**config.mk**
```make
export PLATFORM = sky130hd
export DESIGN_NAME = qe_fifo
export DESIGN_NICKNAME = d
export VERILOG_FILES = /design/src/design/qe_pkg.sv /design/src/design/qe_fifo.sv
export SDC_FILE = /design/constraint.sdc
export NUM_CORES = 1
export LEC_CHECK = 0
export BUFFER_PORTS_ARGS = -buffer_cell sky130_fd_sc_hd__buf_2
export CAP_MARGIN = 0
export CORE_AREA = 5 5 172 174
export CTS_BUF_LIST = sky130_fd_sc_hd__clkbuf_4 sky130_fd_sc_hd__clkbuf_8
export DETAILED_ROUTE_END_ITERATION = 10
export DIE_AREA = 0 0 177 179
export HOLD_SLACK_MARGIN = 0.05
export MAX_ROUTING_LAYER = met4
export PLACE_DENSITY = 0.81
export REMOVE_ABC_BUFFERS = 1
export SLEW_MARGIN = 25
export SYNTH_ARGS = -nofsm -noshare
export SYNTH_HDL_FRONTEND = slang
export SYNTH_SLANG_ARGS = --single-unit
```
**constraint.sdc**
```tcl
create_clock -name i_clk -period 13.8 [get_ports i_clk]
set_input_delay 0.69 -clock i_clk [delete_from_list [all_inputs] [get_ports i_clk]]
set_output_delay 0.69 -clock i_clk [all_outputs]
set_load 0.01 [all_outputs]
```
**src/design/qe_pkg.sv**
```systemverilog
// ----------------------------------------------------------------------------
// qe_pkg
// Shared widths, item type, arctangent table and angle rounding for the
// quaternion to Euler angle converter.
// ----------------------------------------------------------------------------
package qe_pkg;

    localparam int CORDIC_STAGES   = 16;
    localparam int ANGLE_FRAC_BITS = 6;

    localparam int ATAN_LEN = 24;
    localparam int NSTG     = (CORDIC_STAGES < ATAN_LEN) ? CORDIC_STAGES : ATAN_LEN;
    localparam int ACC_FRAC = 24;
    localparam int ACC_W    = 34;
    localparam int VW       = 38;
    localparam int QW       = 34;
    localparam int SW       = 32;
    localparam int RW       = 31;
    localparam int RMW      = 61;
    localparam int TW       = 63;
    localparam int IN_W     = 16;
    localparam int PRD_W    = 32;
    localparam int ROLL_W   = 15;
    localparam int PITCH_W  = 14;
    localparam int YAW_W    = 15;

    localparam int      SH     = ACC_FRAC - ANGLE_FRAC_BITS;
    localparam longint  RND    = longint'(1) << (SH - 1);
    localparam longint  LIM180 = longint'(180) << ANGLE_FRAC_BITS;
    localparam longint  LIM90  = longint'(90) << ANGLE_FRAC_BITS;
    localparam longint  ACC90  = longint'(90) << ACC_FRAC;
    localparam longint  ONE_Q30 = longint'(1) << 30;

    typedef struct packed {
        logic signed [QW-1:0] roll_n;
        logic signed [QW-1:0] roll_d;
        logic signed [QW-1:0] yaw_n;
        logic signed [QW-1:0] yaw_d;
        logic signed [SW-1:0] pitch_s;
        logic [RW-1:0]        pitch_c;
        logic                 sat;
    } t_item;

    typedef struct packed {
        logic  valid;
        t_item item;
    } t_beat;

    function automatic logic signed [ACC_W-1:0] atan_q24(input logic [4:0] idx);
        logic signed [ACC_W-1:0] v;
        unique case (idx)
            5'd0:  v = ACC_W'(754974720);
            5'd1:  v = ACC_W'(445687602);
            5'd2:  v = ACC_W'(235489089);
            5'd3:  v = ACC_W'(119537938);
            5'd4:  v = ACC_W'(60000934);
            5'd5:  v = ACC_W'(30029717);
            5'd6:  v = ACC_W'(15018523);
            5'd7:  v = ACC_W'(7509720);
            5'd8:  v = ACC_W'(3754917);
            5'd9:  v = ACC_W'(1877466);
            5'd10: v = ACC_W'(938734);
            5'd11: v = ACC_W'(469367);
            5'd12: v = ACC_W'(234684);
            5'd13: v = ACC_W'(117342);
            5'd14: v = ACC_W'(58671);
            5'd15: v = ACC_W'(29335);
            5'd16: v = ACC_W'(14668);
            5'd17: v = ACC_W'(7334);
            5'd18: v = ACC_W'(3667);
            5'd19: v = ACC_W'(1833);
            5'd20: v = ACC_W'(917);
            5'd21: v = ACC_W'(458);
            5'd22: v = ACC_W'(229);
            5'd23: v = ACC_W'(115);
            default: v = '0;
        endcase
        return v;
    endfunction

    // round half up to the output grid, then clamp to +-limit
    function automatic logic signed [ACC_W-1:0] to_angle(
        input logic signed [ACC_W-1:0] acc,
        input logic                    is_pitch
    );
        logic signed [ACC_W:0] t;
        logic signed [ACC_W:0] v;
        logic signed [ACC_W:0] lim;
        t   = (ACC_W+1)'(acc) + (ACC_W+1)'(RND);
        v   = t >>> SH;
        lim = is_pitch ? (ACC_W+1)'(LIM90) : (ACC_W+1)'(LIM180);
        if (v > lim) begin
            v = lim;
        end else if (v < -lim) begin
            v = -lim;
        end
        return v[ACC_W-1:0];
    endfunction

endpackage

```
**src/design/qe_fifo.sv**
```systemverilog
// ----------------------------------------------------------------------------
// qe_fifo
// Two-entry queue between the front and back pipelines.
// ----------------------------------------------------------------------------
module qe_fifo import qe_pkg::*; (
    input  logic  i_clk,
    input  logic  i_rst_n,
    input  t_beat i_beat,
    output t_beat o_beat,
    output logic  o_full
);

    t_item      r_mem [0:1];
    logic       r_wp;
    logic       r_rp;
    logic [1:0] r_cnt;

    logic push;
    logic pop;

    assign o_full = (r_cnt == 2'd2);
    assign push   = i_beat.valid && !o_full;
    assign pop    = (r_cnt != 2'd0);

    always_ff @(posedge i_clk) begin
        if (push) begin
            r_mem[r_wp] <= i_beat.item;
        end
    end

    always_ff @(posedge i_clk) begin
        if (!i_rst_n) begin
            r_wp  <= 1'b0;
            r_rp  <= 1'b0;
            r_cnt <= 2'd0;
        end else begin
            if (push) begin
                r_wp <= ~r_wp;
            end
            if (pop) begin
                r_rp <= ~r_rp;
            end
            r_cnt <= r_cnt + 2'(push) - 2'(pop);
        end
    end

    assign o_beat.valid = pop;
    assign o_beat.item  = r_mem[r_rp];

endmodule

```
# Word level (Yosys, flattened, before mapping)

Memories as Yosys holds them, arrays and structs flattened. A register that Yosys moved wholly into a read port is not among the register bits.
Cells that the tools add are included.

Mux-type cells: 4
Eq/ne operators: 1
Reductions and logical operators: 3
Bitwise gates (word level): 2
Add/sub/neg operators: 2

Operators with widths:

| operator           | count |
|---|---|
| $mux 1             | 4 |
| $add 2x1->2        | 1 |
| $eq 2x2->1 const B | 1 |
| $not 1->1          | 2 |
| $reduce_bool 2->1  | 1 |
| $sub 2x1->2        | 1 |
| $logic_and 1x1->1  | 1 |
| $logic_not 1->1    | 1 |

Bits in writable memories: 400
Logic and storage cells: 16
Bits in registers: 4
Input bits: 203
Memories: 1

Memory list:

| memory | depth | bits a word | rd ports | clocked after memory_dff | wr ports | line          | text |
|---|---|---|---|---|---|---|---|
| r_mem  | 2     | 200         | 1        | 1                        | 1        | qe_fifo.sv:13 | `t_item r_mem [0:1];` |

# Longest topological paths before layout

Depth after elaboration: 5
Gate-level depth with buffers: 3

# Worst setup path before layout

Ideal clock, no wire load.

Path type: input-to-reg
From: input i_beat[200] in the netlist's numbering
To: memory r_mem[0][0] in the netlist's numbering, enable pin
Stages on the path: 2
Arrival time: 9,055 ps
Path slack: 3,982 ps
Cell sequence: nand2_1 > nor2_1

Cells in the longest elaborated chain, start to end: 3

Ends and longest elaborated chain:

| element                      | line          | text |
|---|---|---|
| start: declaration           | qe_fifo.sv:8  | `input t_beat i_beat,` |
| $logic_and 1x1->1            | qe_fifo.sv:22 | `assign push = i_beat.valid && !o_full;` |
| $mux 1                       | qe_fifo.sv:26 | `if (push) begin` |
| $mux 1 (not written as such) | qe_fifo.sv:27 | `r_mem[r_wp] <= i_beat.item;` |
| end: declaration             | qe_fifo.sv:13 |  |

Every way passes these cells.

==> results by group <==
Outcome
  • Status: completed

Place
  • Routability cong.: 0.786
  • Number of port buffers: 404
  • Pre-CTS worst setup slack: ~11000 ps
  • Dpl cell area: 0.0170 mm²
  • Final HPWL DP: 19.9 mm

Yosys
  • Sequential element share of the synthesized area: 82.1%
  • Synth Area per Inst: 22.9 µm²
  • Synth warn: 0
  • Mapped Area: 0.0148 mm²
  • Largest area contributor in the netlist: edfxtp_1
  • Compound-Gate Fraction of Synth Area: 0.0509%
  • Area share of the largest cell type after synthesis: 81.4%
  • Top cells by area, synth: edfxtp_1, mux2_2, clkbuf_8
  • Synth Area in XOR/XNOR: 0%
  • Synth Register Bits: 405
  • Largest family of logic cells by synthesized area: multiplexers
  • Post-Synth Adder-Cell Area: 0%
  • Post-synthesis mux area share: 15.3%
  • Simple-gate share of the synthesized area: less than 1%
  • Yosys cell types: 15
  • Post-synthesis cell count: 643

CTS
  • Setup repair bufs after CTS: 0
  • CTS Root Buffer Type: clkbuf_8
  • TritonCTS sink count: 405
  • Post_cts resized: 0
  • Htree depth: 2
  • CTS clk-pin slew, worst paths: 60 ps
  • Hold_buf cts: 0
  • CTS tree: done
  • Clock latency on the worst-skew pair: about 580 ps
  • Maximum root-to-sink buffer count: 3
  • TritonCTS buffer count: 60

Pwr
  • Power Dens Cells: 143 mW/mm²
  • Leakage: 6.83 nW
  • P_int: between 2 and 2.5 mW
  • Sw Ratio: 22.1%
  • Logic pwr share: 9.2%
  • Worst-case vdd ir drop: ~0.096 mV
  • Clock share of power: 34.9%
  • Flop pwr share: between 50% and 60%
  • P_sw: 0.573 mW

Detailed routing
  • DR WL met2: 15.5 mm
  • Routed vias/inst: around 5
  • DRT Pass-1 Iters: 4
  • Wl on met1: 10.8 mm
  • Initial DRC count: 373
  • DR top layer: met4
  • Total number of vias: 7670
  • Total Wirelength: 30.0 mm
  • WL/cell: slightly below 20 µm
  • Met3 wire len: 3.01 mm
  • Remaining antenna violation count after routing: 0
  • DR DRC count: 0

Die
  • Die area: 0.0317 mm²
  • Core box area: 0.0276 mm²
  • Initial Util: 53.4%
  • DIE HEIGHT: 179 µm
  • FP Rows: 61
  • I/O Pins: 405
  • Die Wd: about 180 µm

Setup path
  • Worst path arrival time: 3040 ps
  • CP Capture Type: output pin
  • Worst Path Required: between 10000 and 15000 ps
  • CP Buf/Inv Count: 2
  • Startpoint Class: register
  • Slowest-stage cell, CP: dfxtp_4
  • R2R Path Start: r_cnt[0]
  • Cells along the critical path: buf_4, mux2_2, buf_2
  • Slowest cell delay on critical path: 980 ps
  • Family with the most delay on the worst path: flip-flops
  • Setup CP Type: reg -> out
  • Crit path max fanout: 73

Timing
  • Maximum clock rate: 268 MHz
  • Max_slew headroom: 14.5%
  • Minimum clock period: 3730 ps
  • Clk_skew: just under 20 ps
  • Final Cycle Share: 27.0%
  • Total negative slack: 0 ps
  • # setup viols final: 0
  • Worst-margin pin slew: roughly 1300 ps
  • Final Max Slew Viols: 0
  • Final hold slack: 290 ps
  • RSZ-0062 raised after global routing: no
  • Worst setup margin: 10070 ps
  • Hold Fails Final Rpt: 0

Global route
  • Initial antenna violation count: 7
  • Pin count of the biggest net entering global routing: about 180
  • Global-route wire length before repair: 44.0 mm
  • GR Overflow Total: 0
  • GR Util All Layers: 18.5%
  • Vias in the first global route: 8175

Worst hold path
  • Hold_sp: i_beat[27]
  • Worst hold path class: in -> reg

Layout
  • Post-route cell area: 0.0182 mm²
  • Share of layout cells above drive strength 1: 62.3%
  • Fillers: 1907
  • Area Overhead vs Synth: 23.2%
  • Fin nets: 1294

Flow run
  • # Max-Cap Violations: 0
## per-layer routing
metal	vias up	global-route usage (%)
li1	3494	-
met2	363	31.4
met5	-	-
met3	62	6.05
met1	3751	20.8
met4	0	6.58
## power groups by stage
| stage | sequential, mW | clock, mW | combinational, mW |
|---|---|---|---|
| finish | 1.45 | 0.905 | 0.238 |
| global route | 1.46 | 0.990 | 0.256 |
| CTS | 1.45 | 0.931 | 0.242 |
| detailed placement | 1.48 | 0 | 0.240 |
| global placement | 1.47 | 0 | 0.236 |
| floorplan | 1.50 | 0 | 0.126 |
## cells by family (layout without fill, tap and decap cells)
group,count (synthesis),in the layout
DFF,405,405
buffers and inverters,24,521
other,0,7
AOI/OAI and AO/OA,1,1
muxes,201,201
and+or+nand+nor,12,12
## cell usage in the layout, fill, tap and decap left out, types with 2 or more instances in the layout
cell type   count
buf_2         404
nand2_1         3
buf_4           4
dfxtp_1         4
clkinv_1       14
clkbuf_8       62
clkbuf_4       24
nand2b_1        2
edfxtp_1      400
and3_1          3
mux2_2        200
clkinv_2        8
clkinvlp_4      2
diode_2         7
## worst register-to-register path: cells and delay by family (launching register included)
family / cells / cell delay [ps]
simple gates: 3 / 990
buf+inv: 1 / 570
flops: 1 / 340
## synth_stat cells (all sizes together)
| cell | number |
|---|---|
| buf | 3 |
| nand2b | 2 |
| inv | 1 |
| clkbuf | 20 |
| mux2i | 1 |
| o21a | 1 |
| or2 | 1 |
| and3 | 4 |
| edfxtp | 400 |
| mux2 | 200 |
| or3 | 1 |
| nand2 | 3 |
| nor2 | 1 |
| dfxtp | 5 |
## final cells by class
type,instances,area [µm²],area share [%]
well taps,378,473,2.60
clock buffers,86,1030,5.69
repair buffers,409,2070,11.4
multi-input cells,214,2350,12.9
inverters,1,3.75,0.0206
flip-flops and latches,405,12100,66.6
diodes,7,17.5,0.0964
clock inverters,25,116,0.640
## final timing paths
kind                   endpoint  slack (ps)  depth (start not counted)
setup / recovery    o_beat[141]       10070                          3
hold / removal     r_mem[1][27]         290                          1
setup reg to reg  r_mem[0][185]       11040                          4
hold reg to reg        r_cnt[1]         520                          1
## sequential cells by signal, indices dropped and copies added, names as in the netlist, named ones only
| register | cells |
|---|---|
| r_cnt | 2 |
| r_mem | 400 |
| r_rp | 1 |
| r_wp | 1 |
## per-stage QoR
stage | util [%] | power [mW] | cells
floorplan | - | 1.62 | 620
global placement | 61.6 | 1.71 | 1407
detailed placement | 61.6 | 1.72 | 1407
CTS | 65.7 | 2.63 | 1518
global route | 65.8 | 2.70 | 1525
finish | 65.8 | 2.60 | 1525
No activity file was read; power rests on OpenSTA's default activity.
